## src/rtl/yrr_pkg.sv

```systemverilog
// Package: shared types and constants for the YUV422 to RGB resize unit.
`timescale 1ns / 1ps
package yrr_pkg;

    localparam int DefMaxWidth  = 256;
    localparam int DefMaxHeight = 256;
    localparam int StoreAw      = 17;
    localparam int SizeW        = 9;

    localparam logic [2:0] CfgSrcWidth  = 3'd0;
    localparam logic [2:0] CfgSrcHeight = 3'd1;
    localparam logic [2:0] CfgTgtWidth  = 3'd2;
    localparam logic [2:0] CfgTgtHeight = 3'd3;
    localparam logic [2:0] CfgColorMode = 3'd4;
    localparam logic [2:0] CfgRotate    = 3'd5;

    localparam logic OpStore   = 1'b0;
    localparam logic OpConvert = 1'b1;

    typedef struct packed {
        logic        opcode;
        logic [16:0] byte_address;
        logic [7:0]  byte_value;
        logic [7:0]  out_row;
        logic [7:0]  out_col;
    } in_item_t;

    typedef struct packed {
        logic [15:0] pixel_index;
        logic [7:0]  red;
        logic [7:0]  green;
        logic [7:0]  blue;
        logic [7:0]  gray;
    } out_item_t;

    // Request from front to back through the queue
    typedef struct packed {
        logic               is_store;
        logic [StoreAw-1:0] addr0;
        logic [StoreAw-1:0] addr1;
        logic [StoreAw-1:0] addr2;
        logic [7:0]         wdata;
        logic [15:0]        pidx;
        logic               color;
    } job_t;

    // Clip a signed value to 0..255
    function automatic logic [7:0] clip8(input logic signed [19:0] v);
        if (v < 0)
            return 8'd0;
        else if (v > 20'sd255)
            return 8'd255;
        else
            return v[7:0];
    endfunction

endpackage

```

## src/rtl/yrr_queue.sv

```systemverilog
// Two-entry request queue between front and back ends.
`timescale 1ns / 1ps
module yrr_queue
    import yrr_pkg::*;
(
    input  logic clk,
    input  logic rst_n,
    input  logic push,
    input  job_t push_data,
    output logic full,
    input  logic pop,
    output logic empty,
    output job_t head
);
    job_t       mem_reg [2];
    logic       wp_reg, rp_reg;
    logic [1:0] cnt_reg;

    assign full  = (cnt_reg == 2'd2);
    assign empty = (cnt_reg == 2'd0);
    assign head  = mem_reg[rp_reg];

    always_ff @(posedge clk or negedge rst_n)
    begin
        if (!rst_n)
        begin
            wp_reg  <= 1'b0;
            rp_reg  <= 1'b0;
            cnt_reg <= 2'd0;
        end
        else
        begin
            if (push && !full)
                wp_reg <= ~wp_reg;
            if (pop && !empty)
                rp_reg <= ~rp_reg;
            cnt_reg <= cnt_reg + 2'(push && !full) - 2'(pop && !empty);
        end
    end

    always_ff @(posedge clk)
    begin
        if (push && !full)
            mem_reg[wp_reg] <= push_data;
    end
endmodule

```

## config.mk

```make
export PLATFORM = sky130hd
export DESIGN_NAME = yrr_queue
export DESIGN_NICKNAME = d
export VERILOG_FILES = /design/src/rtl/yrr_pkg.sv /design/src/rtl/yrr_queue.sv
export SDC_FILE = /design/constraint.sdc
export NUM_CORES = 1
export LEC_CHECK = 0
export BUFFER_PORTS_ARGS = -buffer_cell sky130_fd_sc_hd__buf_4
export CAP_MARGIN = 10
export CORE_MARGIN = 4
export CORE_UTILIZATION = 34
export CTS_BUF_LIST = sky130_fd_sc_hd__clkbuf_8 sky130_fd_sc_hd__clkbuf_16
export DETAILED_ROUTE_END_ITERATION = 7
export PLACE_DENSITY = 0.67
export RECOVER_POWER = 50
export SYNTH_ARGS = -nofsm -noshare
export SYNTH_HDL_FRONTEND = slang
export SYNTH_SLANG_ARGS = --single-unit
```

## constraint.sdc

```tcl
create_clock -name clk -period 10.15 [get_ports clk]
set_input_delay 0.5075 -clock clk [delete_from_list [all_inputs] [get_ports clk]]
set_output_delay 0.5075 -clock clk [all_outputs]
set_load 0.05 [all_outputs]
```

==> reports/qor.yml <==
worst_slew_pin_slew_ns: 3.665
dpl-instance-area_um2: 7257
nNetsFinal: 512
fin_area_um2: 7660
netlist_area_um2: 5834
multi_input_area_um2: 1040
ys_types: 15
fmax_ghz: 0.2179
diodes: 0
synth_area_leaders: "edfxtp_1, mux2_2, mux2_4"
dp_hpwl_mm: 6.974
intPower_mw: 1.656
viasPerCell: 4.451
syn_inst: 258
critPathRequiredTime_ns: 9.64
period_needed_ns: 4.590
final_common_cell: "edfxtp_1"
yosys.area.top_type: "edfxtp_1"
cts_tree: "built"
antenna_left: 0
timing.hold.ws_ns: 0.2957
power_density_nw_per_um2: 351.7
clk_latency_ns: 0.41
power_frac_seq: 0.373
violations: "capacitance limit, slew limit"
fin_cells: 659
slew_headroom: -1.443
skew_ns: 0.009875
fin_ws_ns: 5.560
die_w_um: 139.0
grt_pass1_vias: 3374
overflow: 0
use_met1: 0.1295
slew_violations: 157
cts_resized: 0
tns_ns: 0
rsz0062_at_grt: "no"
die_h_um: 139.0
total_power_mw: 2.694
critPathCaptureType: "output pin"
crit_fanout: 78
drt_iter0_drc: 151
grt-busiest-layer: "met2"
h-tree-depth: 4
pre_cts_slack_ns: 7.754
coreArea_um2: 16700
yosysWarningCount: 0
pin_count: 160
syn_nets: 341
outcome: "finished with violations"
start_kind: "flop"
dp.cells: 629
period_share: 0.4522
numPortBuffers: 159
hold_path_class: "input port to flop"
cts.sinks: 158
max-cap-violations: 2
clock_path_buffers: 2
largest_reg_flops: 154
drt_wl_total_mm: 10.89
vias: 2933
utilization: 0.4586
criticalPathCategory: "flop to output pin"
wl_per_cell_um: 16.52
p_leak_nw: 2.822
synthToLayoutAreaGrowth_pct: 31.29
cts_buffers: 17
grt.total_usage: 0.1156
grt_first_pass_wirelength_mm: 17.42
grt_use_met3: 0.04655
antenna_found_initial: 0
syn_avg_cell_area_um2: 22.61
setup_viol: 0
vdd_drop_max_uv: 175.3
layout-drive-gt1-share: 0.5148
p_comb_frac: 0.412
die_area_um2: 19320
grtUsageMet2: 0.1984
final_cell_mix: "edfxtp_1, buf_4, mux2_2"
initial_utilization: 0.3493
reg2regPathDepth: 2
clkTransAtPathRegs_ns: 0.06
yosysTopAreaCellShare: 0.7926
cts_hold_buf: 1
pwr-share-clk: 0.215
grt_max_degree: 79
regArea_um2: 4725
cts_setup_buffers: 0
hold_depth: 1
row_count: 47
fillers: 1525
hold_viol: 0
power_switching_mw: 1.038
dr.pass1.iters: 4
ys_seq_area_frac: 0.8098
swShare: 0.3852
crit_arrival_ns: 4.08
drc_errors: 0
ys_ff_latch: 158
place_congestion: 0.7088
clock-root-buffer: "clkbuf_16"
## routing by layer
layer / up-vias / part of all wire
met5: - / 0
met4: 0 / 0.012
met3: 12 / 0.066
met2: 102 / 0.52
met1: 1462 / 0.40
li1: 1357 / -
## cells by family after synthesis
kind of cell             share of synthesized area
AND/OR/NAND/NOR                           0.005149
multiplexers                                0.1615
flip-flops                                  0.8098
XOR/XNOR                                  0.006006
adder cells (fa/ha/maj)                   0.004288
buffers and inverters                      0.01330
## synthesized netlist by cell type (all sizes together)
cell	count
and3	1
buf	9
dfrtp	4
edfxtp	154
ha	2
inv	2
mux2	77
nand2	1
nand2b	1
nor2	2
nor2b	1
xnor2	3
xor2	1
## power groups by stage
stage,clock network (mW),logic (mW),registers (mW)
after detailed placement,0,1.11,1.02
final,0.579,1.11,1.00
after global routing,0.625,1.16,1.03
after CTS,0.598,1.11,1.00
after global placement,0,1.10,1.01
after floorplan,0,0.871,0.943
## cell type report
type / count / share of cell area
clock inverters: 12 / 0.01405
flip-flops and latches: 158 / 0.6168
inverters: 2 / 0.0009801
well taps: 220 / 0.03594
clock buffers: 17 / 0.05554
repair buffers: 161 / 0.1410
multi-input cells: 89 / 0.1357
## final timing paths
path / start / to / slack [ns]
max in group asynchronous: rst_n / cnt_reg[0] / 9.47
worst min-delay path: push_data[74] / mem_reg[1][74] / 0.30
worst min register to register: cnt_reg[1] / cnt_reg[1] / 0.50
worst max-delay path: rp_reg / head[16] / 5.56
min in group asynchronous: rst_n / wp_reg / 0.48
worst max register to register: cnt_reg[0] / mem_reg[1][26] / 6.42
## worst max-delay path, cell delays in order, from the launching register on
cell and delay [ns]:
dfrtp_1 2.83, mux2_2 0.58, buf_4 0.22
Power figures use the tool's default switching activity.
