<file path="config.mk">
export PLATFORM = sky130hd
export DESIGN_NAME = yrr_front
export DESIGN_NICKNAME = d
export VERILOG_FILES = /design/src/rtl/yrr_pkg.sv /design/src/rtl/yrr_divider.sv /design/src/rtl/yrr_front.sv
export SDC_FILE = /design/constraint.sdc
export NUM_CORES = 1
export LEC_CHECK = 0
export BUFFER_PORTS_ARGS = -buffer_cell sky130_fd_sc_hd__buf_2
export CAP_MARGIN = 20
export CORE_ASPECT_RATIO = 1.4
export CORE_MARGIN = 2
export CORE_UTILIZATION = 35
export CTS_CLUSTER_SIZE = 10
export DETAILED_ROUTE_END_ITERATION = 16
export SLEW_MARGIN = 20
export SYNTH_ARGS = -nofsm -noshare
export SYNTH_HDL_FRONTEND = slang
export SYNTH_SLANG_ARGS = --single-unit
</file>
<file path="constraint.sdc">
create_clock -name clk -period 7.05 [get_ports clk]
set_input_delay 1.0575 -clock clk [delete_from_list [all_inputs] [get_ports clk]]
set_output_delay 1.0575 -clock clk [all_outputs]
set_load 0.03 [all_outputs]
</file>
<file path="src/rtl/yrr_pkg.sv">
// Package: shared types and constants for the YUV422 to RGB resize unit.
`timescale 1ns / 1ps
package yrr_pkg;

    localparam int DefMaxWidth  = 256;
    localparam int DefMaxHeight = 256;
    localparam int StoreAw      = 17;
    localparam int SizeW        = 9;

    localparam logic [2:0] CfgSrcWidth  = 3'd0;
    localparam logic [2:0] CfgSrcHeight = 3'd1;
    localparam logic [2:0] CfgTgtWidth  = 3'd2;
    localparam logic [2:0] CfgTgtHeight = 3'd3;
    localparam logic [2:0] CfgColorMode = 3'd4;
    localparam logic [2:0] CfgRotate    = 3'd5;

    localparam logic OpStore   = 1'b0;
    localparam logic OpConvert = 1'b1;

    typedef struct packed {
        logic        opcode;
        logic [16:0] byte_address;
        logic [7:0]  byte_value;
        logic [7:0]  out_row;
        logic [7:0]  out_col;
    } in_item_t;

    typedef struct packed {
        logic [15:0] pixel_index;
        logic [7:0]  red;
        logic [7:0]  green;
        logic [7:0]  blue;
        logic [7:0]  gray;
    } out_item_t;

    // Request from front to back through the queue
    typedef struct packed {
        logic               is_store;
        logic [StoreAw-1:0] addr0;
        logic [StoreAw-1:0] addr1;
        logic [StoreAw-1:0] addr2;
        logic [7:0]         wdata;
        logic [15:0]        pidx;
        logic               color;
    } job_t;

    // Clip a signed value to 0..255
    function automatic logic [7:0] clip8(input logic signed [19:0] v);
        if (v < 0)
            return 8'd0;
        else if (v > 20'sd255)
            return 8'd255;
        else
            return v[7:0];
    endfunction

endpackage

</file>
<file path="src/rtl/yrr_divider.sv">
// Sequential restoring divider for the source coordinate scaling.
`timescale 1ns / 1ps
module yrr_divider
    import yrr_pkg::*;
#(
    parameter int NumW = 18,
    parameter int DenW = 11
)(
    input  logic            clk,
    input  logic            rst_n,
    input  logic            start,
    input  logic [NumW-1:0] num,
    input  logic [DenW-1:0] den,
    output logic            done,
    output logic [NumW-1:0] quot
);
    localparam int CntW = $clog2(NumW + 1);

    logic [NumW-1:0] q_reg, q_next;
    logic [DenW:0]   rem_reg, rem_next;
    logic [DenW-1:0] den_reg;
    logic [CntW-1:0] cnt_reg, cnt_next;
    logic            busy_reg, busy_next;
    logic            done_reg, done_next;
    logic [DenW:0]   shifted;
    logic [DenW:0]   diff;

    // One quotient bit per cycle
    always_comb
    begin
        shifted   = {rem_reg[DenW-1:0], q_reg[NumW-1]};
        diff      = shifted - {1'b0, den_reg};
        q_next    = q_reg;
        rem_next  = rem_reg;
        cnt_next  = cnt_reg;
        busy_next = busy_reg;
        done_next = 1'b0;
        if (start)
        begin
            q_next    = num;
            rem_next  = '0;
            cnt_next  = CntW'(NumW);
            busy_next = 1'b1;
        end
        else if (busy_reg)
        begin
            if (!diff[DenW])
            begin
                rem_next = diff;
                q_next   = {q_reg[NumW-2:0], 1'b1};
            end
            else
            begin
                rem_next = shifted;
                q_next   = {q_reg[NumW-2:0], 1'b0};
            end
            cnt_next = cnt_reg - 1'b1;
            if (cnt_reg == CntW'(1))
            begin
                busy_next = 1'b0;
                done_next = 1'b1;
            end
        end
    end

    always_ff @(posedge clk or negedge rst_n)
    begin
        if (!rst_n)
        begin
            busy_reg <= 1'b0;
            done_reg <= 1'b0;
            cnt_reg  <= '0;
        end
        else
        begin
            busy_reg <= busy_next;
            done_reg <= done_next;
            cnt_reg  <= cnt_next;
        end
    end

    always_ff @(posedge clk)
    begin
        q_reg   <= q_next;
        rem_reg <= rem_next;
        if (start)
            den_reg <= den;
    end

    assign done = done_reg;
    assign quot = q_reg;
endmodule

</file>
<file path="src/rtl/yrr_front.sv">
// Front end: takes requests, drops off-image pixels, maps coordinates to addresses.
`timescale 1ns / 1ps
module yrr_front
    import yrr_pkg::*;
(
    input  logic             clk,
    input  logic             rst_n,
    input  logic             in_valid,
    output logic             in_stall,
    input  in_item_t         in_data,
    input  logic [SizeW-1:0] src_w,
    input  logic [SizeW-1:0] src_h,
    input  logic [SizeW-1:0] tgt_w,
    input  logic [SizeW-1:0] tgt_h,
    input  logic             color,
    input  logic             rotate,
    output logic             job_valid,
    input  logic             job_full,
    output job_t             job
);
    localparam int NumW = 8 + SizeW;

    typedef enum logic [2:0] {S_IDLE, S_DIVR, S_DIVC, S_ADDR, S_PUSH} state_t;

    state_t          state_reg;
    in_item_t        item_reg;
    logic [8:0]      srow_reg;
    logic [17:0]     luma_reg;
    logic            div_start;
    logic [NumW-1:0] div_num;
    logic [SizeW-1:0] div_den;
    logic            div_done;
    logic [NumW-1:0] div_q;
    logic            accept;
    logic            in_range;
    logic [17:0]     plane;
    logic [16:0]     chroma;
    logic [17:0]     pidx_w;
    logic            job_valid_reg;
    job_t            job_reg;

    assign in_stall = (state_reg != S_IDLE) || job_valid_reg;
    assign accept   = in_valid && !in_stall;
    assign in_range = ({1'b0, in_data.out_row} < tgt_h) && ({1'b0, in_data.out_col} < tgt_w);

    assign div_start = (state_reg == S_IDLE && accept && in_data.opcode == OpConvert
                        && in_range) || (state_reg == S_DIVR && div_done);
    assign div_num = (state_reg == S_IDLE) ? NumW'(in_data.out_row) * NumW'(src_h)
                                           : NumW'(item_reg.out_col) * NumW'(src_w);
    assign div_den = (state_reg == S_IDLE) ? tgt_h : tgt_w;

    yrr_divider #(.NumW(NumW), .DenW(SizeW)) u_div (
        .clk   (clk),
        .rst_n (rst_n),
        .start (div_start),
        .num   (div_num),
        .den   (div_den),
        .done  (div_done),
        .quot  (div_q)
    );

    // Plane and output index
    assign plane  = 18'(src_w) * 18'(src_h);
    assign chroma = 17'(luma_reg >> 1);
    assign pidx_w = rotate
        ? 18'(tgt_w - 9'd1 - {1'b0, item_reg.out_col}) * 18'(tgt_h) + 18'(item_reg.out_row)
        : 18'(item_reg.out_row) * 18'(tgt_w) + 18'(item_reg.out_col);

    always_ff @(posedge clk or negedge rst_n)
    begin
        if (!rst_n)
        begin
            state_reg     <= S_IDLE;
            job_valid_reg <= 1'b0;
        end
        else
        begin
            if (job_valid_reg && !job_full)
                job_valid_reg <= 1'b0;
            case (state_reg)
                S_IDLE:
                    if (accept)
                    begin
                        if (in_data.opcode == OpStore)
                            job_valid_reg <= 1'b1;
                        else if (in_range)
                            state_reg <= S_DIVR;
                    end
                S_DIVR:
                    if (div_done)
                        state_reg <= S_DIVC;
                S_DIVC:
                    if (div_done)
                        state_reg <= S_ADDR;
                S_ADDR:
                    state_reg <= S_PUSH;
                S_PUSH:
                begin
                    job_valid_reg <= 1'b1;
                    state_reg     <= S_IDLE;
                end
                default:
                    state_reg <= S_IDLE;
            endcase
        end
    end

    // Datapath registers
    always_ff @(posedge clk)
    begin
        if (accept)
        begin
            item_reg         <= in_data;
            job_reg.is_store <= 1'b1;
            job_reg.addr0    <= in_data.byte_address;
            job_reg.wdata    <= in_data.byte_value;
        end
        if (state_reg == S_DIVR && div_done)
            srow_reg <= div_q[8:0];
        if (state_reg == S_DIVC && div_done)
            luma_reg <= 18'(srow_reg) * 18'(src_w) + 18'(div_q[8:0]);
        if (state_reg == S_ADDR)
        begin
            job_reg.is_store <= 1'b0;
            job_reg.addr0    <= luma_reg[16:0];
            job_reg.addr1    <= 17'(plane) + chroma;
            job_reg.addr2    <= 17'(plane) + 17'(plane >> 1) + chroma;
            job_reg.pidx     <= pidx_w[15:0];
            job_reg.color    <= color;
        end
    end

    assign job_valid = job_valid_reg;
    assign job       = job_reg;
endmodule

</file>
==> impl_metrics.tcl, run 1 <==
set metrics [dict create \
    power.density_nw_per_um2 455 \
    yosysMostFrequentCell "inv_1" \
    drtIter0Drc 742 \
    grt_max_degree 53 \
    net-switching-power_mw 6.00 \
    max_freq_ghz 0.139 \
    gp_congestion 0.892 \
    comb_power_share 0.794 \
    grt_use_total 0.187 \
    post-place-cells 3804 \
    grt_pass1_vias 20300 \
    leakage_nw 13.8 \
    async_flop_share 0.0663 \
    finalMaxSlewViolations 0 \
    initial_core_util 0.354 \
    path_buf_inv 7 \
    synth_area_sq_um 24900 \
    ys_top_cells_by_count "460 x inv_1, 380 x nand2_1, 328 x fa_1, 313 x ha_1, 187 x and2_1" \
    status "complete, but fails checks" \
    htree_levels 4 \
    cts_tree "yes" \
    slew_headroom 0.379 \
    io_pins 163 \
    seqPwrFrac 0.126 \
    hold_path_class "input pin to asynchronous set/reset pin" \
    synth_fp_nets 3372 \
    dpl-instance-area_sq_um 27800 \
    ys.warnings.count 0 \
    drv_cap 0 \
    critPathArrivalTime_ns 7.45 \
    cts_made_buffers 17 \
    grt_pass1_wl_um 106000 \
    p_sw_frac 0.461 \
    final_area_sq_um 28600 \
    ant_nets 0 \
    tns_ns -0.169 \
    worstMarginPinSlew_ns 0.931 \
    criticalPathCategory "input pin to flop" \
    ys_ff_latch 166 \
    setup_viol 2 \
    critPathLaunchType "input pin" \
    cp-end-kind "flop" \
    yosysTopAreaCellShare 0.264 \
    synth_flop_cell "edfxtp_1" \
    fin_skew_ns 0.0157 \
    syn_avg_cell_area_sq_um 9.40 \
    vias 18900 \
    p_clk_frac 0.080 \
    power.total_mw 13.0 \
    crit_slowest_cell "fa_1" \
    period_needed_ns 7.20 \
    synth_edf_count 145 \
    ir_drop_mv 0.721 \
    hold_violations 0 \
    cpPeakStageDelay_ns 0.54 \
    finalCritPeriodShare 1.02 \
    nets 3618 \
    stdcell_count 3843 \
    viasPerCell 4.91 \
    synth.distinct_cells 75 \
    rows 115 \
    largest_reg_flops 77 \
    clk_pin_slew_worst_paths_ns 0.08 \
    drive_above_1_share 0.152 \
    overflow 0 \
    fin_ws_ns -0.149 \
    violations "negative setup slack" \
    wl_per_cell_um 17.1 \
    area_delta_synth_final_pct 15.0 \
    utilization 0.407 \
    insertion_delay_ns 0.51 \
    dp_hpwl_um 55000 \
    firstDrtPassIters 5 \
    netlist_instances 2647 \
    critPathTopFamily "adder cells" \
    clockBufferDepth 2 \
    fp.dieH_um 319 \
    root_buffer "clkbuf_16" \
    p_int_mw 7.02 \
    cpMostUsedCell "fa_1" \
    rsz0062_at_grt "true" \
    die_w_um 229 \
    place_ws_ns -0.789 \
    cts.sinks 166 \
    totalWireLength_um 65800 \
    core_sq_um 70400 \
    synthTopCellsByArea "fa_1 26%, edfxtp_1 17%, ha_1 16%, inv_1 6.9%, nand2_1 5.7%" \
    die_area_sq_um 73300 \
    port_buffers 162 \
    yosysTopAreaCell "fa_1" \
    hold_slack_ns 0.419 \
    yosysSeqAreaShare 0.194 \
    drc 0 \
    worstPathMaxFanout 7 \
    required_ns 7.30 \
    antenna_found_initial 3 \
]
## power by group through the flow
| stage | Clock, mW | Sequential [mW] | Combinational [mW] |
|---|---|---|---|
| floorplan | 0 | 1.62 | 7.06 |
| global placement | 0 | 1.66 | 9.96 |
| detailed placement | 0 | 1.66 | 10.1 |
| CTS | 1.08 | 1.64 | 10.3 |
| global route | 1.11 | 1.65 | 11.6 |
| finish | 1.05 | 1.64 | 10.3 |
## repair_timing
action | 4_1_cts | 5_1_grt
pin swaps | 21 | 1
hold buffers | 0 | 0
endpoints found under the setup margin | 6 | 8
setup buffers | 4 | 1
resized for setup | 23 | 7
gates cloned | 1 | 0
## worst reg2reg max path, cell delays in order (launching register included)
cell	delay, ns
edfxtp_1	0.40
inv_1	0.15
ha_1	0.25
nor2b_1	0.14
o31a_1	0.27
o41a_1	0.50
a211oi_4	0.37
xnor2_4	0.20
nand2_1	0.11
fa_1	0.50
inv_1	0.05
fa_1	0.49
fa_1	0.43
fa_1	0.49
inv_1	0.05
fa_1	0.50
inv_2	0.05
ha_4	0.28
nand3_2	0.09
nor3_4	0.17
nor3_4	0.06
o41a_1	0.45
o211ai_1	0.11
a211o_1	0.17
o211ai_2	0.07
## per-layer routing
metal | up-vias | track usage | wire length, um
met1 | 9314 | 0.202 | 25300
met2 | 391 | 0.353 | 35300
met4 | 6 | 0.0882 | 2790
met3 | 141 | 0.0284 | 2300
li1 | 8998 | - | -
met5 | - | 0 | 43
## cell families after synthesis
family / synth area share
compound gates: 0.0817
xor+xnor: 0.0469
fa+ha+maj: 0.421
buf+inv: 0.0830
flops: 0.194
mux: 0.0160
simple gates: 0.157
## layout by cell type, fill, tap and decap left out, drive strengths merged, types with 7 or more instances in the layout
master,n
a211oi,30
a21o,22
a21oi,76
a31oi,10
and2,187
buf,309
clkbuf,19
dfrtp,11
dfxtp,10
edfxtp,145
fa,328
ha,313
inv,466
mux2,22
mux2i,15
nand2,380
nand2b,14
nand3,24
nor2,105
nor2b,19
nor3,46
o21a,21
o21ai,66
o21bai,7
o31ai,12
or2,8
or3,15
xnor2,96
xor2,35
## final timing paths
kind / startpoint / end / slack [ns] / cells past startpoint
setup reg to reg: item_reg[1] / job[16] / 0.42 / 24
hold reg to reg: u_div.quot[4] / srow_reg[4] / 0.46 / 0
min in group clk: u_div.quot[4] / srow_reg[4] / 0.46 / 0
hold / removal: rst_n / job_valid / 0.42 / 1
setup / recovery: tgt_w[1] / job[16] / -0.15 / 30
max in group asynchronous: rst_n / u_div.cnt_reg[1] / 6.42 / 1
## area by class of cell
type                            count  area [sq um]
Timing Repair Buffer              310          1940
Fill cell                        6939         41700
Antenna cell                        1          2.50
Multi-Input combinational cell   1935         18300
Inverter                          463          1750
Clock inverter                     13           170
Clock buffer                       19           443
Tap cell                          936          1170
Sequential cell                   166          4830
No activity file was read; power rests on OpenSTA's default activity.
==> inputs of run 2 (changes only) <==
Settings changed: ABC_AREA set to 1.
==> impl_metrics.tcl, run 2 <==
set metrics [dict create \
    status "finished clean" \
    worstMarginPinSlew_ns 1.05 \
    post-place-cells 4208 \
    synth.distinct_cells 55 \
    critPathLaunchType "input pin" \
    cts.sinks 166 \
    insertion_delay_ns 0.51 \
    die_w_um 231 \
    async_flop_share 0.0663 \
    hold_slack_ns 0.407 \
    final_common_cell "nand2_1" \
    cts_tree "yes" \
    totalWireLength_um 67900 \
    final_area_sq_um 28400 \
    slew_headroom 0.297 \
    clockBufferDepth 2 \
    syn_avg_cell_area_sq_um 8.17 \
    synth_edf_count 145 \
    nets 4010 \
    rows 116 \
    r2r_setup_slack_ns 0.67 \
    gp_congestion 0.953 \
    reg2regPathDepth 31 \
    finalMaxSlewViolations 0 \
    core_sq_um 71600 \
    synth_area_sq_um 25300 \
    cts.hold.buffers_added 0 \
    hold_violations 0 \
    grt_pass1_vias 21400 \
    ys_ff_latch 166 \
    critPathArrivalTime_ns 6.94 \
    io_pins 163 \
    max_freq_ghz 0.150 \
    yosysTopAreaCell "fa_1" \
    port_buffers 162 \
    cts_made_buffers 17 \
    synth_flop_cell "edfxtp_1" \
    finalCritPeriodShare 0.945 \
    cpPeakStageDelay_ns 0.54 \
    area_delta_synth_final_pct 12.4 \
    fin_skew_ns 0.0174 \
    fp.dieH_um 322 \
    antenna_found_initial 3 \
    synthTopCellsByArea "fa_1 26%, edfxtp_1 17%, ha_1 15%, nand2_1 11%, inv_1 11%" \
    cpMostUsedCell "nand2_1" \
    ant_nets 0 \
    drc 0 \
    ys.warnings.count 0 \
    clk_pin_slew_worst_paths_ns 0.08 \
    rsz0062_at_grt "true" \
    htree_levels 4 \
    largest_reg_flops 77 \
    synth_fp_nets 3822 \
    drtIter0Drc 795 \
    yosysMostFrequentCell "nand2_1" \
    criticalPathCategory "input pin to flop" \
    final_cell_mix "767 x nand2_1, 727 x inv_1, 326 x fa_1" \
    grt_pass1_wl_um 109000 \
    viasPerCell 4.74 \
    tns_ns 0 \
    period_needed_ns 6.67 \
    crit_slowest_cell "fa_1" \
    setup_viol 0 \
    grt_use_total 0.190 \
    wl_per_cell_um 16.0 \
    yosysSeqAreaShare 0.191 \
    root_buffer "clkbuf_16" \
    initial_core_util 0.354 \
    ys_top_cells_by_count "769 x nand2_1, 730 x inv_1, 328 x fa_1, 313 x ha_1, 147 x a21oi_1" \
    netlist_instances 3097 \
    drive_above_1_share 0.116 \
    dp_hpwl_um 56900 \
    r2r-end "job[16]" \
    stdcell_count 4242 \
    vias 20100 \
    yosysTopAreaCellShare 0.259 \
    cp-end-kind "flop" \
    worstPathMaxFanout 5 \
    hold_path_class "input pin to asynchronous set/reset pin" \
    required_ns 7.32 \
    overflow 0 \
    grt_max_degree 52 \
    diodes 0 \
    die_area_sq_um 74500 \
    firstDrtPassIters 5 \
    drv_cap 0 \
    dpl-instance-area_sq_um 27700 \
    r2r_start "item_reg[4]" \
]
-- run 2: changes by cell type in the layout (fill, tap and decap cells not counted), sizes merged, moves of 40 or more --
cell and delta:
nor2 +40, a21oi +72, and2 -187, nand2 +401, xnor2 -74, inv +275
nand3 +44
-- run 2: logic make-up (layout without fill, tap and decap cells) --
kind of cell               count (synthesis)  in the layout  synth area share
AOI/OAI and AO/OA                        312            312            0.0689
xor gates and xnor gates                  96             96            0.0341
adders and majority gates                641            641             0.414
buffers and inverters                    849           1050             0.128
DFF                                      166            166             0.191
muxes                                      1              1          0.000445
and+or+nand+nor                         1032           1032             0.164
-- run 2: critical path, delay by kind of cell --
family	cells	cell delay [ns]
AO/OA/AOI/OAI	4	0.60
AND/OR/NAND/NOR	15	1.26
adder cells (fa/ha/maj)	7	3.01
XOR/XNOR	1	0.20
buffers and inverters	9	0.78
-- run 2: per-stage QoR --
| step | setup WS [ns] | utilization |
|---|---|---|
| after floorplan | 0.00230 | - |
| after global placement | -0.162 | 0.387 |
| after global routing | -0.0857 | 0.397 |
| final | 0.385 | 0.397 |
| after detailed placement | -0.281 | 0.387 |
| after CTS | 0.260 | 0.395 |
-- run 2: worst max path at each step --
stage                     slack [ns]  endpoint      from  depth (start not counted)
final                           0.38   job[16]  tgt_w[2]                         36
after global routing           -0.09   job[16]  tgt_w[2]                         34
after CTS                       0.26   job[16]  tgt_w[2]                         36
after detailed placement       -0.28   job[16]  tgt_w[2]                         36
after global placement         -0.16   job[14]  tgt_w[0]                         30
after floorplan                0.002   job[13]  tgt_w[0]                         29
-- run 2: final cells by class --
class	instances	area, sq um
Tap cell	944	1180
Clock inverter	13	115
Inverter	739	2780
Timing Repair Buffer	279	1690
Multi-Input combinational cell	2082	17400
Clock buffer	19	437
Fill cell	7376	43100
Sequential cell	166	4830
-- run 2: repair_timing --
action,in CTS,in global routing
setup buffers,0,2
resized for setup,0,30
endpoints found under the setup margin,0,6
-- run 2: routing by layer --
| layer | wire [um] | track usage | up-vias |
|---|---|---|---|
| li1 | - | - | 9810 |
| met1 | 26700 | 0.207 | 9763 |
| met2 | 35900 | 0.361 | 387 |
| met3 | 2330 | 0.0266 | 124 |
| met4 | 2900 | 0.0853 | 2 |
| met5 | 13 | 0 | - |
Power of run 2 is left out: the tool's default activity adds up to more than one toggle a clock period on the data nets, which glitch-free logic cannot reach.
